### config.mk
export PLATFORM = sky130hd
export DESIGN_NAME = gaps_step_unit
export DESIGN_NICKNAME = d
export VERILOG_FILES = /design/src/sv/grid_astar_path_search_unit_assert.svh /design/src/sv/gaps_pkg.sv /design/src/sv/gaps_step_unit.sv
export SDC_FILE = /design/constraint.sdc
export NUM_CORES = 1
export LEC_CHECK = 0
export BUFFER_PORTS_ARGS = -buffer_cell sky130_fd_sc_hd__buf_2
export CORE_MARGIN = 2
export CORE_UTILIZATION = 40
export DETAILED_ROUTE_END_ITERATION = 12
export PLACE_DENSITY = 0.71
export SLEW_MARGIN = 20
export SYNTH_ARGS = -nofsm -noshare
export SYNTH_HDL_FRONTEND = slang
export SYNTH_SLANG_ARGS = --single-unit
### constraint.sdc
create_clock -name vclk -period 5.72
set_clock_uncertainty 0.15 [all_clocks]
set_input_delay 0.858 -clock vclk [all_inputs]
set_output_delay 0.858 -clock vclk [all_outputs]
set_load 0.005 [all_outputs]
### src/sv/grid_astar_path_search_unit_assert.svh
// Assertion macros for the grid path search unit.
// Used by the top level; needs nothing else.
`ifndef GRID_ASTAR_PATH_SEARCH_UNIT_ASSERT_SVH
`define GRID_ASTAR_PATH_SEARCH_UNIT_ASSERT_SVH

// ante holds -> cons holds in the same cycle
`define GAPS_ASSERT_NOW(lbl, clk, rst, ante, cons, msg) \
   lbl: assert property (@(posedge clk) disable iff (rst) (ante) |-> (cons)) \
      else $error(msg);

// ante holds -> cons holds in the next cycle
`define GAPS_ASSERT_NEXT(lbl, clk, rst, ante, cons, msg) \
   lbl: assert property (@(posedge clk) disable iff (rst) (ante) |=> (cons)) \
      else $error(msg);

`endif

### src/sv/gaps_pkg.sv
// Types and constants of the grid path search unit.
// Used by gaps_step_unit and grid_astar_path_search_unit.
`default_nettype none

package gaps_pkg;

   localparam int GRID_DIM   = 16;
   localparam int NCELLS     = GRID_DIM * GRID_DIM;
   localparam int COORD_W    = 4;
   localparam int DIM_W      = 5;
   localparam int CELL_W     = 8;
   localparam int COST_W     = 8;
   localparam int HCOST_W    = 5;
   localparam int F_W        = 9;
   localparam int CSR_IDX_W  = 3;
   localparam int CSR_DATA_W = 5;

   typedef logic [COORD_W-1:0] coord_type;

   typedef enum logic [1:0] {
      DIR_UP    = 2'd0,
      DIR_RIGHT = 2'd1,
      DIR_DOWN  = 2'd2,
      DIR_LEFT  = 2'd3
   } dir_type;

   typedef enum logic [1:0] {
      ST_FOUND    = 2'd0,
      ST_NO_PATH  = 2'd1,
      ST_TOO_LONG = 2'd2,
      ST_OVERFLOW = 2'd3
   } status_type;

   typedef enum logic [CSR_IDX_W-1:0] {
      CSR_GRID_WIDTH  = 3'd0,
      CSR_GRID_HEIGHT = 3'd1,
      CSR_START_X     = 3'd2,
      CSR_START_Y     = 3'd3,
      CSR_GOAL_X      = 3'd4,
      CSR_GOAL_Y      = 3'd5
   } csr_index_type;

   typedef struct packed {
      coord_type x;
      coord_type y;
      dir_type   dir;
      logic      step;
   } step_in_type;

   typedef struct packed {
      coord_type          x;
      coord_type          y;
      logic               in_grid;
      logic [CELL_W-1:0]  lin;
      logic [HCOST_W-1:0] hcost;
   } step_out_type;

   typedef struct packed {
      coord_type      x;
      coord_type      y;
      logic [F_W-1:0] f;
   } open_entry_type;

endpackage

`default_nettype wire

### src/sv/gaps_step_unit.sv
// Shared cell unit: one grid step, bounds check, linear cell index, Manhattan cost.
// Depends on gaps_pkg.
`default_nettype none

module gaps_step_unit import gaps_pkg::*; (
   input  step_in_type        step_i,
   input  logic [DIM_W-1:0]   width_i,
   input  logic [DIM_W-1:0]   height_i,
   input  coord_type          goal_x_i,
   input  coord_type          goal_y_i,
   output step_out_type       step_o
);

   logic signed [DIM_W:0]        dx, dy, px, py;
   coord_type                    nx, ny, ax, ay;
   logic [COORD_W+DIM_W-1:0]     prod, lin_full;

   always_comb begin
      dx = '0;
      dy = '0;
      if (step_i.step) begin
         case (step_i.dir)
            DIR_UP:    dy = -6'sd1;
            DIR_RIGHT: dx = 6'sd1;
            DIR_DOWN:  dy = 6'sd1;
            DIR_LEFT:  dx = -6'sd1;
            default:   dx = '0;
         endcase
      end
      px = signed'({2'b00, step_i.x}) + dx;
      py = signed'({2'b00, step_i.y}) + dy;
      nx = px[COORD_W-1:0];
      ny = py[COORD_W-1:0];
      ax = (nx > goal_x_i) ? nx - goal_x_i : goal_x_i - nx;
      ay = (ny > goal_y_i) ? ny - goal_y_i : goal_y_i - ny;
      prod = {{DIM_W{1'b0}}, ny} * {{COORD_W{1'b0}}, width_i};
      lin_full = prod + {{DIM_W{1'b0}}, nx};
      step_o.x = nx;
      step_o.y = ny;
      step_o.in_grid = !px[DIM_W] && !py[DIM_W] && (px[DIM_W-1:0] < width_i)
                       && (py[DIM_W-1:0] < height_i);
      step_o.lin = lin_full[CELL_W-1:0];
      step_o.hcost = {1'b0, ax} + {1'b0, ay};
   end

endmodule

`default_nettype wire

==> flow_metrics.py, run 1 <==
metrics = {
    "route": {
        "route.vias.total": 1742,
        "post-route-drc-count": 0,
        "routed_len_inst_um": 12.1,
        "final_antenna_net_count": 0,
        "totalWireLength_um": 4360,
        "route.detailed.vias_per_inst": 4.83,
        "drt-initial-drc-count": 54,
        "drt_pre_antenna_iters": 4,
    },
    "floorplanning": {
        "design.core.area_sq_um": 4660,
        "die_h_um": 73.0,
        "std_cell_rows": 25,
        "i_o_pins": 51,
        "fp.dieArea_sq_um": 5330,
        "initial_utilization_pct": 40.9,
        "chipWidth_um": 73.0,
    },
    "run_status": {
        "run_status": "finished, final reports clean",
    },
    "grt": {
        "antenna_found_initial": 0,
        "grt_first_pass_wirelength_um": 7160,
        "grt_overflow": 0,
        "track_usage_pct": 16.5,
        "grt_max_degree": 8,
        "first_global_vias": 1690,
    },
    "power_and_ir_drop": {
        "power_per_cell_area_nw_per_um2": 232,
        "total_leakage_power_nw": 1.48,
        "max-vdd-ir-drop_mv": 0.239,
        "totalPowerFinal_mw": 0.592,
    },
    "synthesis": {
        "synth_cell_type_count": 27,
        "average_instance_area_after_synthesis_sq_um": 8.21,
        "synth_warnings": 0,
        "netlist_area_sq_um": 1910,
        "proportion_of_synthesized_chip_area_in_sequential_cells_pct": 0,
        "mappedNetlistNets": 328,
        "synth_cells": 232,
    },
    "timing": {
        "worst_slew_margin_rel_pct": 70.1,
        "rsz0062_at_grt": "true",
        "finalHoldViolations": 0,
        "fmaxAchievable_ghz": 0.177,
        "whs_ns": 2.02,
        "worst-slew-pin-transition_ns": 0.443,
        "fraction_of_the_cycle_the_final_worst_path_needs_pct": 98.7,
        "finalSetupViolations": 0,
        "slew_viol_final": 0,
        "sum_neg_setup_slack_ns": 0,
        "layout_min_cycle_time_ns": 5.64,
    },
    "worst_setup_path": {
        "timing.critical_path.fanout_max": 3,
        "timing.critical_path.from_type": "input port",
        "worstSetupStartpoint": "step_i[1]",
        "worst-endpoint-required_ns": 4.71,
        "timing_worst_setup_path_type": "input port to output port",
        "worst_setup_end_kind": "output port",
        "timing.critical_path.arrival_ns": 4.64,
    },
    "finish": {
        "sequential_cell_total": 0,
        "final_net_count": 405,
        "design_area_sq_um": 2550,
        "layout_cells_sized_above_1_pct": 32.9,
        "seqCellArea_sq_um": 0,
        "syn2layout_area_growth_pct": 33.9,
        "num_antenna_cells": 0,
        "n_clock_buffer": 0,
    },
    "placed_design": {
        "gpl.final_weighted_congestion": 0.854,
        "io_buffers": 51,
        "post_dp_cell_area_sq_um": 2380,
        "detailed_place_hpwl_um": 3830,
    },
    "run": {
        "max-cap-violations": 0,
    },
    "hold_path": {
        "hold_path.class": "input port to output port",
        "hp-start": "step_i[3]",
    },
}
[repair_timing]
| action | in CTS | in global routing |
|---|---|---|
| setup buffers | 2 | 4 |
| hold buffers | 0 | 0 |
| setup endpoints to repair | 4 | 5 |
| hold endpoints to repair | 0 | 0 |
| gates resized for setup | 11 | 17 |
| pin swaps | 13 | 21 |
| gates cloned | 0 | 0 |
[where the power goes]
group          switching, mW  leakage (nW)  total, mW  internal [mW]
clock network              0             0          0              0
registers                  0             0          0              0
logic                  0.278          1.48      0.592          0.314
[Yosys cell counts (3+ instances only)]
library cell                n  area share, %
sky130_fd_sc_hd__fa_1      14             15
sky130_fd_sc_hd__o21ai_0    9            2.4
sky130_fd_sc_hd__nor2_1    13            2.6
sky130_fd_sc_hd__nand2_1    5           0.99
sky130_fd_sc_hd__mux2i_1    6            3.2
sky130_fd_sc_hd__a21o_1     9            3.5
sky130_fd_sc_hd__a21oi_1   15            3.9
sky130_fd_sc_hd__ha_1      53             35
sky130_fd_sc_hd__and2_2     3            1.2
sky130_fd_sc_hd__xnor2_1   13            6.0
sky130_fd_sc_hd__inv_1     59             12
sky130_fd_sc_hd__xor2_1     6            2.8
sky130_fd_sc_hd__and2_1     4            1.3
sky130_fd_sc_hd__nor2b_1    4            1.3
sky130_fd_sc_hd__a21boi_0   5            2.0
[cells in the final DEF (no fill, tap or decap), types with 4 or more instances in the layout]
| cell type | synthesis | routed |
|---|---|---|
| sky130_fd_sc_hd__inv_1 | 59 | 58 |
| sky130_fd_sc_hd__buf_2 | 0 | 49 |
| sky130_fd_sc_hd__ha_1 | 53 | 48 |
| sky130_fd_sc_hd__buf_4 | 0 | 23 |
| sky130_fd_sc_hd__fa_1 | 14 | 14 |
| sky130_fd_sc_hd__nor2_1 | 13 | 12 |
| sky130_fd_sc_hd__xnor2_1 | 13 | 12 |
| sky130_fd_sc_hd__a21oi_1 | 15 | 11 |
| sky130_fd_sc_hd__a21o_1 | 9 | 9 |
| sky130_fd_sc_hd__mux2i_1 | 6 | 6 |
| sky130_fd_sc_hd__o21ai_0 | 9 | 6 |
| sky130_fd_sc_hd__nand2_1 | 5 | 5 |
| sky130_fd_sc_hd__xor2_1 | 6 | 4 |
| sky130_fd_sc_hd__and2_1 | 4 | 4 |
| sky130_fd_sc_hd__a21boi_0 | 5 | 4 |
[layout make-up]
type | count | area [sq um]
multi-input combinational | 173 | 1810
timing repair buffer | 75 | 452
tap | 54 | 67.6
fill | 423 | 2110
inverter | 59 | 221
[routing by layer]
| layer | vias up | GRT usage (%) | part of all wire (%) |
|---|---|---|---|
| met1 | 810 | 21.2 | 44 |
| met5 | - | 0 | 0 |
| met3 | 4 | 0.552 | 3.0 |
| li1 | 899 | - | - |
| met4 | 0 | 1.44 | 0.67 |
| met2 | 29 | 31.2 | 53 |
[worst paths after layout]
path / endpoint / slack (ns) / cells after the start
setup / recovery: step_o[12] / 0.08 / 19
hold / removal: step_o[14] / 2.02 / 3
[stage by stage]
stage               util [%]  setup WS [ns]  cells
floorplan                  -         0.0223    232
global placement        51.1         -0.145    356
detailed placement      51.1         -0.251    356
CTS                     52.3        -0.0755    358
global route            54.8         -0.141    361
finish                  54.8         0.0750    361
[critical path: stages]
cell,delay (ns)
sky130_fd_sc_hd__buf_6,0.10
sky130_fd_sc_hd__nor3b_4,0.25
sky130_fd_sc_hd__ha_4,0.25
sky130_fd_sc_hd__a31oi_4,0.17
sky130_fd_sc_hd__a2bb2oi_2,0.20
sky130_fd_sc_hd__xnor2_2,0.14
sky130_fd_sc_hd__nand2_1,0.08
sky130_fd_sc_hd__fa_1,0.46
sky130_fd_sc_hd__fa_1,0.49
sky130_fd_sc_hd__fa_1,0.56
sky130_fd_sc_hd__inv_2,0.05
sky130_fd_sc_hd__ha_4,0.21
sky130_fd_sc_hd__nor2b_4,0.12
sky130_fd_sc_hd__o21ai_2,0.14
sky130_fd_sc_hd__a21boi_2,0.08
sky130_fd_sc_hd__o21ai_1,0.12
sky130_fd_sc_hd__nand2b_1,0.08
sky130_fd_sc_hd__xnor2_1,0.13
sky130_fd_sc_hd__buf_2,0.13
[cells by family after synthesis]
group / count (synthesis) / synth area share, %
adders and majority gates: 67 / 49.5
buffers and inverters: 59 / 11.6
AOI/OAI and AO/OA: 45 / 15.1
and+or+nand+nor: 35 / 11.0
xor gates and xnor gates: 20 / 9.59
muxes: 6 / 3.15
No activity file was read; power rests on OpenSTA's default activity.
==> run 2: changes to the inputs <==
--- a/config.mk
+++ b/config.mk
@@ -5,11 +5,12 @@
 export SDC_FILE = /design/constraint.sdc
 export NUM_CORES = 1
 export LEC_CHECK = 0
-export BUFFER_PORTS_ARGS = -buffer_cell sky130_fd_sc_hd__buf_2
 export CORE_MARGIN = 2
 export CORE_UTILIZATION = 40
 export DETAILED_ROUTE_END_ITERATION = 12
-export PLACE_DENSITY = 0.71
+export DONT_BUFFER_PORTS = 1
+export PLACE_DENSITY = 0.61
+export REMOVE_ABC_BUFFERS = 1
 export SLEW_MARGIN = 20
 export SYNTH_ARGS = -nofsm -noshare
 export SYNTH_HDL_FRONTEND = slang
==> flow_metrics.py, run 2 (same netlist as run 1, synthesis figures left out) <==
metrics = {
    "run_status": {
        "run_status": "finished, final reports clean",
    },
    "finish": {
        "sequential_cell_total": 0,
        "mostFrequentLayoutCells": "sky130_fd_sc_hd__inv_1 (58), sky130_fd_sc_hd__ha_1 (49), sky130_fd_sc_hd__a21oi_1 (13), sky130_fd_sc_hd__fa_1 (13), sky130_fd_sc_hd__nor2_1 (12)",
        "syn2layout_area_growth_pct": 12.5,
        "nFillCells": 478,
        "instances_no_fill": 298,
        "layout.cells.most_common": "sky130_fd_sc_hd__inv_1",
        "n_clock_buffer": 0,
        "layout_cells_sized_above_1_pct": 13.9,
        "seqCellArea_sq_um": 0,
        "num_antenna_cells": 0,
        "design_area_sq_um": 2140,
        "post-route-util_pct": 46.0,
        "final_net_count": 342,
    },
    "route": {
        "final_antenna_net_count": 0,
        "post-route-drc-count": 0,
        "route.vias.total": 1503,
        "drt-initial-drc-count": 44,
        "totalWireLength_um": 3780,
        "routed_len_inst_um": 12.7,
        "drt_pre_antenna_iters": 4,
        "route.detailed.vias_per_inst": 5.04,
    },
    "worst_setup_path": {
        "timing_worst_setup_path_type": "input port to output port",
        "worst-endpoint-required_ns": 4.71,
        "timing.critical_path.arrival_ns": 4.49,
        "worst_setup_end_kind": "output port",
        "timing.critical_path.from_type": "input port",
        "timing.critical_path.fanout_max": 4,
    },
    "grt": {
        "track_usage_pct": 15.0,
        "antenna_found_initial": 0,
        "grt_overflow": 0,
        "grt_max_degree": 8,
        "first_global_vias": 1447,
        "grt_first_pass_wirelength_um": 6530,
    },
    "hold_path": {
        "hold_path.class": "input port to output port",
    },
    "timing": {
        "worst-slew-pin-transition_ns": 0.467,
        "whs_ns": 1.78,
        "layout_min_cycle_time_ns": 5.50,
        "slew_viol_final": 0,
        "finalHoldViolations": 0,
        "worst_slew_margin_rel_pct": 68.4,
        "rsz0062_at_grt": "false",
        "finalSetupViolations": 0,
        "fmaxAchievable_ghz": 0.182,
        "fraction_of_the_cycle_the_final_worst_path_needs_pct": 96.2,
    },
    "floorplanning": {
        "design.core.area_sq_um": 4660,
        "initial_utilization_pct": 40.9,
        "std_cell_rows": 25,
        "i_o_pins": 51,
        "die_h_um": 73.0,
        "fp.dieArea_sq_um": 5330,
        "chipWidth_um": 73.0,
    },
    "placed_design": {
        "cell_count_after_placement": 296,
        "post_dp_cell_area_sq_um": 2050,
        "io_buffers": 0,
        "gpl.final_weighted_congestion": 0.831,
        "detailed_place_hpwl_um": 3450,
    },
    "power_and_ir_drop": {
        "power_per_cell_area_nw_per_um2": 214,
        "total_leakage_power_nw": 1.21,
        "max-vdd-ir-drop_mv": 0.187,
    },
    "run": {
        "max-cap-violations": 0,
    },
}
==> run 2: path summary, 6_finish.rpt <==
| check | from | end | slack, ns | depth (start not counted) |
|---|---|---|---|---|
| worst max-delay path | step_i[1] | step_o[12] | 0.22 | 17 |
| worst min-delay path | step_i[6] | step_o[17] | 1.78 | 2 |
==> run 2: worst max-delay path, stage by stage <==
cell and delay (ns):
sky130_fd_sc_hd__nor3b_4 0.25, sky130_fd_sc_hd__ha_4 0.25, sky130_fd_sc_hd__a31oi_1 0.16, sky130_fd_sc_hd__a2bb2oi_2 0.20, sky130_fd_sc_hd__xnor2_2 0.13, sky130_fd_sc_hd__nand2_1 0.10
sky130_fd_sc_hd__fa_1 0.56, sky130_fd_sc_hd__fa_1 0.43, sky130_fd_sc_hd__fa_1 0.52, sky130_fd_sc_hd__inv_2 0.05, sky130_fd_sc_hd__ha_4 0.20, sky130_fd_sc_hd__nor2b_2 0.15
sky130_fd_sc_hd__o21ai_2 0.16, sky130_fd_sc_hd__a21boi_2 0.08, sky130_fd_sc_hd__o21ai_1 0.13, sky130_fd_sc_hd__nand2b_1 0.10, sky130_fd_sc_hd__xnor2_2 0.18
==> run 2: layout make-up <==
type	count	area, sq um	area share [%]
inverters	59	221	10.3
multi-input cells	173	1760	82.1
well taps	54	67.6	3.15
repair buffers	12	93.8	4.38
==> run 2: layer usage <==
layer	global-route usage, %	share of wire, %	vias to the layer above
li1	-	-	776
met1	20.3	44	696
met2	26.2	49	31
met3	2.76	6.4	0
met4	0	0	0
met5	0	0	-
==> run 2: stage by stage <==
step	total power, mW	setup TNS, ns	worst slack (ns)
6_report	0.459	0	0.218
3_5_place_dp	0.431	-0.0716	-0.0716
2_1_floorplan	0.336	-0.122	-0.122
3_3_place_gp	0.426	-0.0308	-0.0308
4_1_cts	0.439	0	0.0564
5_1_grt	0.540	0	0.00932
==> run 2: where the power goes <==
| part | total, mW | internal (mW) | leakage, nW | switching (mW) |
|---|---|---|---|---|
| Sequential | 0 | 0 | 0 | 0 |
| Clock | 0 | 0 | 0 | 0 |
| Combinational | 0.459 | 0.223 | 1.21 | 0.237 |
==> run 2: what timing repair did <==
action,CTS,global route
setup buffers,0,2
gates cloned,0,0
pin swaps,2,14
gates resized for setup,3,15
setup endpoints to repair,1,3
hold buffers,0,0
endpoints found under the hold margin,0,0
